--- src/rtl/spm_pkg.sv ---
// shared types and constants of the setpoint priority merge block
`timescale 1ns / 1ps
`default_nettype none

package spm_pkg;

    localparam int JOINTS_DEFAULT = 32;
    localparam int IDX_W          = 5;
    localparam int COUNT_W        = 6;
    localparam int CMP_W          = 9;
    localparam int QUEUE_DEPTH    = 2;
    localparam int PADDR_W        = 3;
    localparam int PDATA_W        = 32;

    localparam logic [COUNT_W-1:0] JOINT_COUNT_RESET = 6'd32;

    // register index taken from paddr[2]
    localparam logic REG_JOINT_COUNT = 1'b0;

    typedef struct packed {
        logic [IDX_W-1:0] idx;
        logic [63:0]      value;
        logic [3:0]       mode;
        logic [7:0]       prio;
        logic [63:0]      stamp;
        logic [63:0]      expiry;
        logic [63:0]      now;
        logic             expired;
        logic             bad;
    } t_item;

    typedef struct packed {
        logic [63:0] value;
        logic [3:0]  mode;
        logic [7:0]  prio;
        logic [63:0] stamp;
        logic [63:0] expiry;
    } t_slot;

    typedef struct packed {
        logic full;
        logic empty;
    } t_queue_status;

    typedef enum logic {
        BK_IDLE,
        BK_DECIDE
    } t_back_state;

endpackage

`default_nettype wire

--- src/rtl/spm_front.sv ---
// front end: configuration register, word acceptance and classification
`timescale 1ns / 1ps
`default_nettype none

module spm_front #(
    parameter int JOINTS = spm_pkg::JOINTS_DEFAULT
) (
    input  wire                               i_clk,
    input  wire                               i_rst_n,
    input  wire                               psel,
    input  wire                               penable,
    input  wire                               pwrite,
    input  wire  [spm_pkg::PADDR_W-1:0]       paddr,
    input  wire  [spm_pkg::PDATA_W-1:0]       pwdata,
    output logic [spm_pkg::PDATA_W-1:0]       prdata,
    output logic                              pready,
    input  wire                               start,
    input  wire  [spm_pkg::IDX_W-1:0]         i_joint_index,
    input  wire  [63:0]                       i_ref_value,
    input  wire  [3:0]                        i_ref_mode,
    input  wire  [7:0]                        i_ref_priority,
    input  wire  [63:0]                       i_ref_time,
    input  wire  [63:0]                       i_ref_expiry,
    input  wire  [63:0]                       i_now_time,
    input  spm_pkg::t_queue_status            i_status,
    output logic                              o_push,
    output spm_pkg::t_item                    o_item
);

    logic [spm_pkg::COUNT_W-1:0] r_joint_count;
    logic                        w_wr;
    logic                        w_bad_count;
    logic                        w_bad_joints;

    assign pready = 1'b1;
    assign w_wr   = psel && penable && pwrite && (paddr[2] == spm_pkg::REG_JOINT_COUNT);

    always_ff @(posedge i_clk) begin
        if (!i_rst_n) begin
            r_joint_count <= spm_pkg::JOINT_COUNT_RESET;
        end else if (w_wr) begin
            r_joint_count <= pwdata[spm_pkg::COUNT_W-1:0];
        end
    end

    always_comb begin
        if (paddr[2] == spm_pkg::REG_JOINT_COUNT) begin
            prdata = {{(spm_pkg::PDATA_W-spm_pkg::COUNT_W){1'b0}}, r_joint_count};
        end else begin
            prdata = '0;
        end
    end

    assign w_bad_count  = {1'b0, i_joint_index} >= r_joint_count;
    assign w_bad_joints = {{(spm_pkg::CMP_W-spm_pkg::IDX_W){1'b0}}, i_joint_index}
                          >= spm_pkg::CMP_W'(JOINTS);

    assign o_push = start && !i_status.full;

    always_comb begin
        o_item.idx     = i_joint_index;
        o_item.value   = i_ref_value;
        o_item.mode    = i_ref_mode;
        o_item.prio    = i_ref_priority;
        o_item.stamp   = i_ref_time;
        o_item.expiry  = i_ref_expiry;
        o_item.now     = i_now_time;
        o_item.expired = i_now_time >= i_ref_expiry;
        o_item.bad     = w_bad_count || w_bad_joints;
    end

endmodule

`default_nettype wire

--- config.mk ---
export PLATFORM = sky130hd
export DESIGN_NAME = spm_front
export DESIGN_NICKNAME = d
export VERILOG_FILES = /design/src/rtl/spm_pkg.sv /design/src/rtl/spm_front.sv
export SDC_FILE = /design/constraint.sdc
export NUM_CORES = 1
export LEC_CHECK = 0
export ABC_CLOCK_PERIOD_IN_PS = 2050
export BUFFER_PORTS_ARGS = -buffer_cell sky130_fd_sc_hd__buf_4
export CAP_MARGIN = 20
export CORE_AREA = 2 2 240 242
export DETAILED_ROUTE_END_ITERATION = 7
export DIE_AREA = 0 0 242 244
export HOLD_SLACK_MARGIN = 0.06
export PLACE_DENSITY_LB_ADDON = 0.05
export SYNTH_ARGS = -nofsm -noshare
export SYNTH_HDL_FRONTEND = slang
export SYNTH_SLANG_ARGS = --single-unit
--- constraint.sdc ---
create_clock -name i_clk -period 2.05 [get_ports i_clk]
set_input_delay 0.41 -clock i_clk [delete_from_list [all_inputs] [get_ports i_clk]]
set_output_delay 0.41 -clock i_clk [all_outputs]
set_load 0.02 [all_outputs]
# [Word level (Yosys, flattened, before mapping)]
# Cells that the tools add are included.
[totals] ff_bits=6 out_inout_bits=309
[classes] n_lt_le_gt_ge=2 n_mux=1 bitwise_logic=1 reduce_logical=5
[ops] op="$ge 64x64->1" n=1
[ops] op="$ge 5x6->1" n=1
[ops] op="$mux 6" n=1
[ops] op="$logic_and 1x1->1" n=4
[ops] op="$logic_not 1->1" n=1
[ops] op="$not 1->1" n=1

# [Longest topological paths before layout]
[depth] depth_word=3 depth_mapped=9 depth_no_buf=8

# [Worst setup path before layout]
# Ideal clock, no wire load.
[synth_path] path_kind="input to output" from="in i_ref_expiry[15]" to="out o_item[1] (netlist bit)" t_arrival_ns=1.881 required_time_ns=1.640 slack_ns=-0.241 cell_stages=8 path_cell_list="inv_1 > ha_1 > nand4_1 > or2_1 > a2111oi_2 > nor4_1 > o211a_1 > o21ai_1"
[synth_lines] element="start: declaration" line_no="spm_front.sv:23" rtl="input wire [63:0] i_ref_expiry,"
[synth_lines] element="end: declaration" line_no="spm_front.sv:27" rtl="output spm_pkg::t_item o_item"

==> out/results.tsv <==
metric	value	unit
die-area	59000	um2
drc	0	
period_share	1.20	
drt_iter0_drc	43	
clockBufferDepth	2	
cts_tree	built	
nNetsFinal	1029	
diodes	0	
port_buffers	288	
antenna_found_initial	1	
whs_path_depth	3	
holdPathEnd	r_joint_count[5]$_SDFFE_PN1P_	
r2r_end	r_joint_count[0]$_SDFFE_PN0P_	
rows	87	
p_per_area	281	nW/um2
io_pins	625	
drv_slew	0	
arrival	2050	ps
ys.flop_type	dfxtp_1	
largest_reg_flops	6	
r2r-start	r_joint_count[0]$_SDFFE_PN0P_	
layout_setup_ws	-413	ps
netlist_area	4260	um2
first_pass_iters	4	
synth_top_cell_by_area	buf_4	
cp_max_fo	3	
synth_area_per_cell	7.54	um2
routedWlPerCell	12.8	um
track_usage	0.0560	
ant_nets	0	
hold_viol	0	
grt_max_degree	8	
max_freq	406	MHz
drive_gt1_frac	0.642	
grt_overflow_total	0	
start_kind	input pin	
ctsHoldBuffers	0	
hold_start	pwdata[5]	
start_util	0.0758	
ys_seq_area_frac	0.0282	
fp.dieW	242	um
ir_worst_vdd	173	uV
finalPower	0.00174	W
clk_pin_slew	30	ps
setup_viol	2	
rsz0062_at_grt	yes	
postSynthCellCount	565	
area.sequential	123	um2
leakagePower	3.08	nW
crit_required	1640	ps
ys_warn_count	0	
dp_slack	-1020	ps
r2r_slack	1180	ps
worstSkewPairLatency	230	ps
die_h	244	um
yosys-top-cells-area	buf_4, ha_1, inv_1, a21o_1, dfxtp_1	
end_kind	output pin	
htree_levels	1	
yosysTopAreaCellShare	0.530	
violations	negative setup slack	
top_regs	r_joint_count: 6 flops	
grt_pass1_vias	3624	
yosysUniqueCellTypes	30	
yosysMostFrequentCell	buf_4	
synthTopCellsByCount	buf_4, inv_1, ha_1, a21oi_1, a21o_1	
regMostFlops	r_joint_count	
crit_type	in2out	
ys_async_sr_fraction	0	
hold_path.class	in2reg	
dr_total_vias	3392	
wl	17900	um
timing.final.crit_period	2460	ps
multi_input_area	2130	um2
fin_hold_ws	397	ps
status	finished with violations	
via_per_inst	2.43	
n_fill_cell	6588	
cts_inserted_buffers	3	
synth_seq_cells	6	
grt_pass1_wl	24600	um
syn2layout_area_growth	45.1	%
worstRegToRegCells	4	
post-dp-hpwl	16800	um
root_buffer	clkbuf_16	
skew	0	ps
core-area	56200	um2
clock_sinks	6	
gp_congestion	0.661	
synth_edf_count	0	
maxCapViolations	0	
==> stage by stage <==
step	instance area, um2	utilization	TNS (ps)	instances
4_1_cts	5890	0.105	-684	1397
6_report	6180	0.110	-486	1398
3_5_place_dp	5670	0.101	-1270	1393
2_1_floorplan	4370	-	-100	590
5_1_grt	6180	0.110	-656	1398
3_3_place_gp	5670	0.101	-1250	1393
==> layout by cell type, fill, tap and decap left out, types with 14 or more instances in the layout <==
cell	Yosys	routed
buf_4	301	347
inv_1	70	60
ha_1	69	48
conb_1	2	27
ha_4	0	21
a21o_1	18	18
nand4_1	15	15
a21oi_1	23	14
==> where the power goes <==
| part | switching, W | total, W | internal (W) |
|---|---|---|---|
| logic | 0.000651 | 0.00130 | 0.000646 |
| clock network | 0.0000687 | 0.000319 | 0.000251 |
| registers | 0.00000186 | 0.000122 | 0.000120 |
==> worst max-delay path, cell delays in order <==
cell and delay [ps]:
buf_4 120, ha_4 290, nand4_1 160, nor3_2 250, buf_4 170, nand3_1 90
o211a_4 280, o21ai_4 140, buf_6 130
==> final cells by class <==
type,instances,share of cell area
Inverter,70,0.0433
Timing Repair Buffer,350,0.427
Tap cell,756,0.153
Clock buffer,3,0.0121
Multi-Input combinational cell,213,0.344
Sequential cell,6,0.0198
==> layer usage <==
layer  wire [um]  track usage
met4         471       0.0182
met2        8220       0.0907
met5           8            0
met1        7400       0.0674
met3        1760       0.0224
==> how the worst max path moves through the flow <==
stage                           startpoint        end  slack (ps)  cells past startpoint
after floorplan           i_ref_expiry[14]  o_item[1]        -100                      8
after global placement    i_ref_expiry[38]  o_item[1]        -980                     10
after detailed placement  i_ref_expiry[38]  o_item[1]       -1020                     10
after CTS                  i_ref_expiry[0]  o_item[1]        -580                      9
after global routing      i_ref_expiry[27]  o_item[1]        -520                     10
final                       i_now_time[38]  o_item[1]        -410                      9
==> kinds of logic after synthesis <==
family / count (synthesis) / synth area share
buffers and inverters: 371 / 0.592
adder cells (fa/ha/maj): 69 / 0.203
AND/OR/NAND/NOR: 56 / 0.0728
AO/OA/AOI/OAI: 55 / 0.0884
multiplexers: 6 / 0.0141
flip-flops: 6 / 0.0282
other: 2 / 0.00176
==> what timing repair did <==
action                                 CTS  global route
setup endpoints to repair                2             2
endpoints found under the hold margin    0             0
setup buffers                            2             1
pin swaps                               16            30
resized for setup                       20            48
cloned                                   0             0
Power figures use the tool's default switching activity.
