===== src/rtl/spm_pkg.sv =====
// shared types and constants of the setpoint priority merge block
`timescale 1ns / 1ps
`default_nettype none

package spm_pkg;

    localparam int JOINTS_DEFAULT = 32;
    localparam int IDX_W          = 5;
    localparam int COUNT_W        = 6;
    localparam int CMP_W          = 9;
    localparam int QUEUE_DEPTH    = 2;
    localparam int PADDR_W        = 3;
    localparam int PDATA_W        = 32;

    localparam logic [COUNT_W-1:0] JOINT_COUNT_RESET = 6'd32;

    // register index taken from paddr[2]
    localparam logic REG_JOINT_COUNT = 1'b0;

    typedef struct packed {
        logic [IDX_W-1:0] idx;
        logic [63:0]      value;
        logic [3:0]       mode;
        logic [7:0]       prio;
        logic [63:0]      stamp;
        logic [63:0]      expiry;
        logic [63:0]      now;
        logic             expired;
        logic             bad;
    } t_item;

    typedef struct packed {
        logic [63:0] value;
        logic [3:0]  mode;
        logic [7:0]  prio;
        logic [63:0] stamp;
        logic [63:0] expiry;
    } t_slot;

    typedef struct packed {
        logic full;
        logic empty;
    } t_queue_status;

    typedef enum logic {
        BK_IDLE,
        BK_DECIDE
    } t_back_state;

endpackage

`default_nettype wire


===== src/rtl/spm_queue.sv =====
// short queue of classified words between front and back
`timescale 1ns / 1ps
`default_nettype none

module spm_queue (
    input  wire                     i_clk,
    input  wire                     i_rst_n,
    input  wire                     i_push,
    input  spm_pkg::t_item          i_item,
    input  wire                     i_pop,
    output spm_pkg::t_item          o_item,
    output spm_pkg::t_queue_status  o_status
);

    localparam int PW = (spm_pkg::QUEUE_DEPTH > 1) ? $clog2(spm_pkg::QUEUE_DEPTH) : 1;
    localparam int CW = $clog2(spm_pkg::QUEUE_DEPTH + 1);

    spm_pkg::t_item r_buf [spm_pkg::QUEUE_DEPTH];
    logic [PW-1:0]  r_wr_ptr;
    logic [PW-1:0]  r_rd_ptr;
    logic [CW-1:0]  r_count;

    function automatic logic [PW-1:0] f_next(input logic [PW-1:0] p);
        if (p == PW'(spm_pkg::QUEUE_DEPTH - 1)) begin
            return '0;
        end
        return p + PW'(1);
    endfunction

    always_ff @(posedge i_clk) begin
        if (!i_rst_n) begin
            r_wr_ptr <= '0;
            r_rd_ptr <= '0;
            r_count  <= '0;
        end else begin
            if (i_push) begin
                r_wr_ptr <= f_next(r_wr_ptr);
            end
            if (i_pop) begin
                r_rd_ptr <= f_next(r_rd_ptr);
            end
            if (i_push && !i_pop) begin
                r_count <= r_count + CW'(1);
            end else if (i_pop && !i_push) begin
                r_count <= r_count - CW'(1);
            end
        end
    end

    always_ff @(posedge i_clk) begin
        if (i_push) begin
            r_buf[r_wr_ptr] <= i_item;
        end
    end

    assign o_item         = r_buf[r_rd_ptr];
    assign o_status.full  = r_count == CW'(spm_pkg::QUEUE_DEPTH);
    assign o_status.empty = r_count == '0;

endmodule

`default_nettype wire


===== config.mk =====
export PLATFORM = sky130hd
export DESIGN_NAME = spm_queue
export DESIGN_NICKNAME = d
export VERILOG_FILES = /design/src/rtl/spm_pkg.sv /design/src/rtl/spm_queue.sv
export SDC_FILE = /design/constraint.sdc
export NUM_CORES = 1
export LEC_CHECK = 0
export BUFFER_PORTS_ARGS = -buffer_cell sky130_fd_sc_hd__buf_2
export CAP_MARGIN = 20
export CORE_AREA = 2 2 214 216
export DETAILED_ROUTE_END_ITERATION = 8
export DIE_AREA = 0 0 216 218
export GPL_TIMING_DRIVEN = 0
export PLACE_DENSITY = 0.8
export SYNTH_ARGS = -nofsm -noshare
export SYNTH_HDL_FRONTEND = slang
export SYNTH_SLANG_ARGS = --single-unit

===== constraint.sdc =====
create_clock -name i_clk -period 40.3 [get_ports i_clk]
set_input_delay 4.03 -clock i_clk [delete_from_list [all_inputs] [get_ports i_clk]]
set_output_delay 4.03 -clock i_clk [all_outputs]
set_load 0.05 [all_outputs]

* Word-level counts from Yosys, hierarchy flattened
Memory sizes are Yosys's and may differ from the RTL's. A register that Yosys moved wholly into a read port is not among the register bits. Cells that the tools add are included.
Word-level totals: flip-flop bits (word level) 4, RAM bits 550, input bits 279, output and inout port bits 277, word-level logic and storage cells 31, memories 1
Memory list:
- r_buf | depth 2, bits a word 275, read ports 1, clocked after memory_dff 1, write ports 1, line spm_queue.sv:18 | spm_pkg::t_item r_buf [spm_pkg::QUEUE_DEPTH];
Operators by class: add/subtract/negate cells 4, equal/unequal tests 1, muxes and demuxes 16, reduce and logical (&&, ||, !) cells 6
Operator list (number):
- $mux 1 | 14
- $mux 2 | 2
- $add 1x1->1 const B | 2
- $add 2x1->2 const B | 1
- $eq 2x2->1 const B | 1
- $logic_and 1x1->1 | 2
- $logic_not 1->1 | 2
- $logic_not 2->1 | 1
- $reduce_bool 2->1 | 1
- $sub 2x1->2 const B | 1

* Logic depth before layout (Yosys ltp)
depth after elaboration 6, mapped depth 5, mapped depth without buffers 5

* Worst setup path before layout
OpenSTA, ideal clock, no wires.
path kind input-to-reg, from in i_push, to reg r_wr_ptr, setup time 0.115 ns, arrival time 16.784 ns, data required time 40.185 ns, path slack 23.402 ns, stages on the path 2, path buffers 0, cells stage by stage nor2b_1 > o21a_1
RTL lines:
- start: declaration | line spm_queue.sv:8 | input wire i_push,
- end signal: assignment | line spm_queue.sv:37 | r_wr_ptr <= f_next(r_wr_ptr);
- end: declaration | line spm_queue.sv:19 | logic [PW-1:0] r_wr_ptr;

==> impl_metrics.json <==
{
  "yosys.area_share.simple": 0.00254,
  "netlist_instances": 878,
  "cp_cell_sequence": "buf_6, buf_8, buf_8, mux2_4, buf_2",
  "r2r-end": "r_buf[1][24]",
  "slowest_delay_ns": 0.33,
  "power_density_nw_per_um2": 51.9,
  "yosys.area.top_type": "edfxtp_1",
  "synthDistinctLibCells": 18,
  "worstMarginPinSlew_ns": 0.684,
  "r2r_start": "r_wr_ptr",
  "relSlewSlack": 0.543,
  "max_clock_freq_mhz": 165,
  "r2r_slack_ns": 37.79,
  "hold_depth": 2,
  "drive_gt1_frac": 0.611,
  "drcViolationCount": 0,
  "port_buffers": 555,
  "synth_compound_area_frac": 0.000947,
  "ys_top_cells_by_area": "edfxtp_1 (78%), mux2_4 (18%), mux2_2 (1.3%)",
  "synth-xor-area-share": 0.00124,
  "setup_viol": 0,
  "antenna_found_initial": 11,
  "clock-sinks": 555,
  "syn_area_um2": 21100,
  "crit_path_end": "o_item[21]",
  "grt_pass1_vias": 11200,
  "post_cts_buffers": 0,
  "worstRegToRegCells": 4,
  "arrival_ns": 2.04,
  "cts_tree": "done",
  "synth_nets": 1158,
  "grt-ovfl-total": 0,
  "rsz0062_at_grt": "no",
  "nFillCells": 3225,
  "first_iter_violations": 571,
  "synth_seq_area_share": 0.786,
  "grt_use_total": 0.185,
  "vias": 10600,
  "final_cell_mix": "buf_2 (557), edfxtp_1 (550), mux2_4 (250), clkbuf_16 (57), mux2_2 (25)",
  "maxCapViolCount": 0,
  "ys_ff_latch": 555,
  "wire_per_inst_um": 21.0,
  "path_class": "reg2out",
  "post-route-period-util": 0.150,
  "cts_buffers": 54,
  "ir_drop_mv": 0.0446,
  "synth_top_family_by_area": "multiplexers",
  "firstDrtPassIters": 5,
  "grt_pass1_wl_um": 65600,
  "critPathSlowestCell": "mux2_4",
  "antenna_left": 0,
  "setup_slack_ns": 34.24,
  "initial_core_util": 0.471,
  "status": "finished clean",
  "end_kind": "primary output",
  "place_ws_ns": 34.02,
  "core_area_um2": 44900,
  "utilization": 0.594,
  "syn_avg_cell_area_um2": 24.1,
  "die-area_um2": 47100,
  "crit_top_cell": "buf_8",
  "ctsRootBufferMaster": "clkbuf_16",
  "hpwlAfterDp_um": 32300,
  "rows": 78,
  "p_leak_uw": 0.0105,
  "vias_per_cell": 4.90,
  "finalSetupTns_ns": 0,
  "hold_viol": 0,
  "final_net_count": 1783,
  "grt_max_degree": 67,
  "place_congestion": 0.763,
  "yosys.area.top_type_share": 0.781,
  "cts_resized": 0,
  "cp_max_fo": 10,
  "areaGrowthSynthToFinish_pct": 26.0,
  "cts.htree.levels": 2,
  "die_h_um": 218,
  "synthMuxAreaShare": 0.191,
  "synthAdderAreaFrac": 0.000592,
  "clockBufferDepth": 3,
  "ioPinCount": 556,
  "clock_latency_ns": 0.58,
  "ys_warn_count": 0,
  "final_common_cell": "buf_2",
  "cts-hold-fix-buffers": 0,
  "skew_ns": 0.0289,
  "wl_um": 45200,
  "hold_path.class": "reg2reg",
  "die_w_um": 216,
  "clkTransAtPathRegs_ns": 0.07,
  "cp.required_ns": 36.27,
  "start_kind": "flip-flop",
  "maxSlewViolCount": 0,
  "post-route-min-period_ns": 6.06
}
final cells by class:
class	instances	area, um^2	area share
diodes	5	12.5	0.000469
plain buffers	31	382	0.0143
clock buffers	72	1480	0.0556
clock inverters	29	136	0.00512
inverters	1	3.75	0.000141
multi-input cells	291	4160	0.156
flip-flops and latches	555	16600	0.623
well taps	600	751	0.0282
repair buffers	569	3110	0.117
metal layers:
metal | vias to the layer above | GRT usage | routed length [um] | share of wire
li1 | 4779 | - | - | -
met1 | 5243 | 0.199 | 16200 | 0.36
met2 | 432 | 0.337 | 23800 | 0.53
met3 | 87 | 0.0614 | 3900 | 0.086
met4 | 12 | 0.0687 | 1290 | 0.028
met5 | - | 0 | 76 | 0.0017
power breakdown:
| group | leakage (uW) | switching, uW | internal (uW) |
|---|---|---|---|
| logic | 0.00456 | 165 | 83.5 |
| clock network | 0.000787 | 202 | 257 |
| registers | 0.00520 | 7.69 | 668 |
| total | 0.0105 | 375 | 1010 |
flip-flops by register name, summed over array words and instances, names as in the netlist, named ones only:
name,count
r_buf,550
r_count,2
r_wr_ptr,1
r_rd_ptr,1
metrics by stage:
stage	power (uW)	instance area, um^2	hold WS (ns)	instances
after global placement	944	24700	0.490	2033
after detailed placement	938	25000	0.531	2047
final	1380	26700	0.549	2153
after floorplan	883	21100	0.473	878
after CTS	1400	26600	0.537	2148
after global routing	1430	26700	0.595	2153
worst max-delay path: cells and delay by family, from the launching register on:
kind / cells / cell delay (ns)
buffers and inverters: 4 / 0.75
DFF: 1 / 0.32
muxes: 1 / 0.33
synthesized netlist by cell type:
library cell,n
or3_1,1
inv_1,1
buf_6,17
a21boi_0,1
xnor2_1,1
buf_2,2
buf_8,12
ha_1,1
mux2_2,25
o21ai_0,1
dfxtp_1,5
and2_1,4
xor2_1,2
mux2_4,250
edfxtp_1,550
o21a_1,1
nor2_1,1
nor2b_1,3
cell families after synthesis:
logic type	after synthesis
DFF	555
muxes	275
buffers and inverters	32
and+or+nand+nor	9
AOI/OAI and AO/OA	3
xor gates and xnor gates	3
adders and majority gates	1
how the worst min path moves through the flow:
stage,start,to,slack (ns)
6_report,r_count[1],r_count[1],0.55
5_1_grt,r_count[1],r_count[1],0.60
4_1_cts,r_count[1],r_count[1],0.54
3_3_place_gp,r_count[1],r_count[1],0.49
2_1_floorplan,r_count[1],r_count[1],0.47
3_5_place_dp,r_count[1],r_count[1],0.53
No activity file was read; power rests on OpenSTA's default activity.
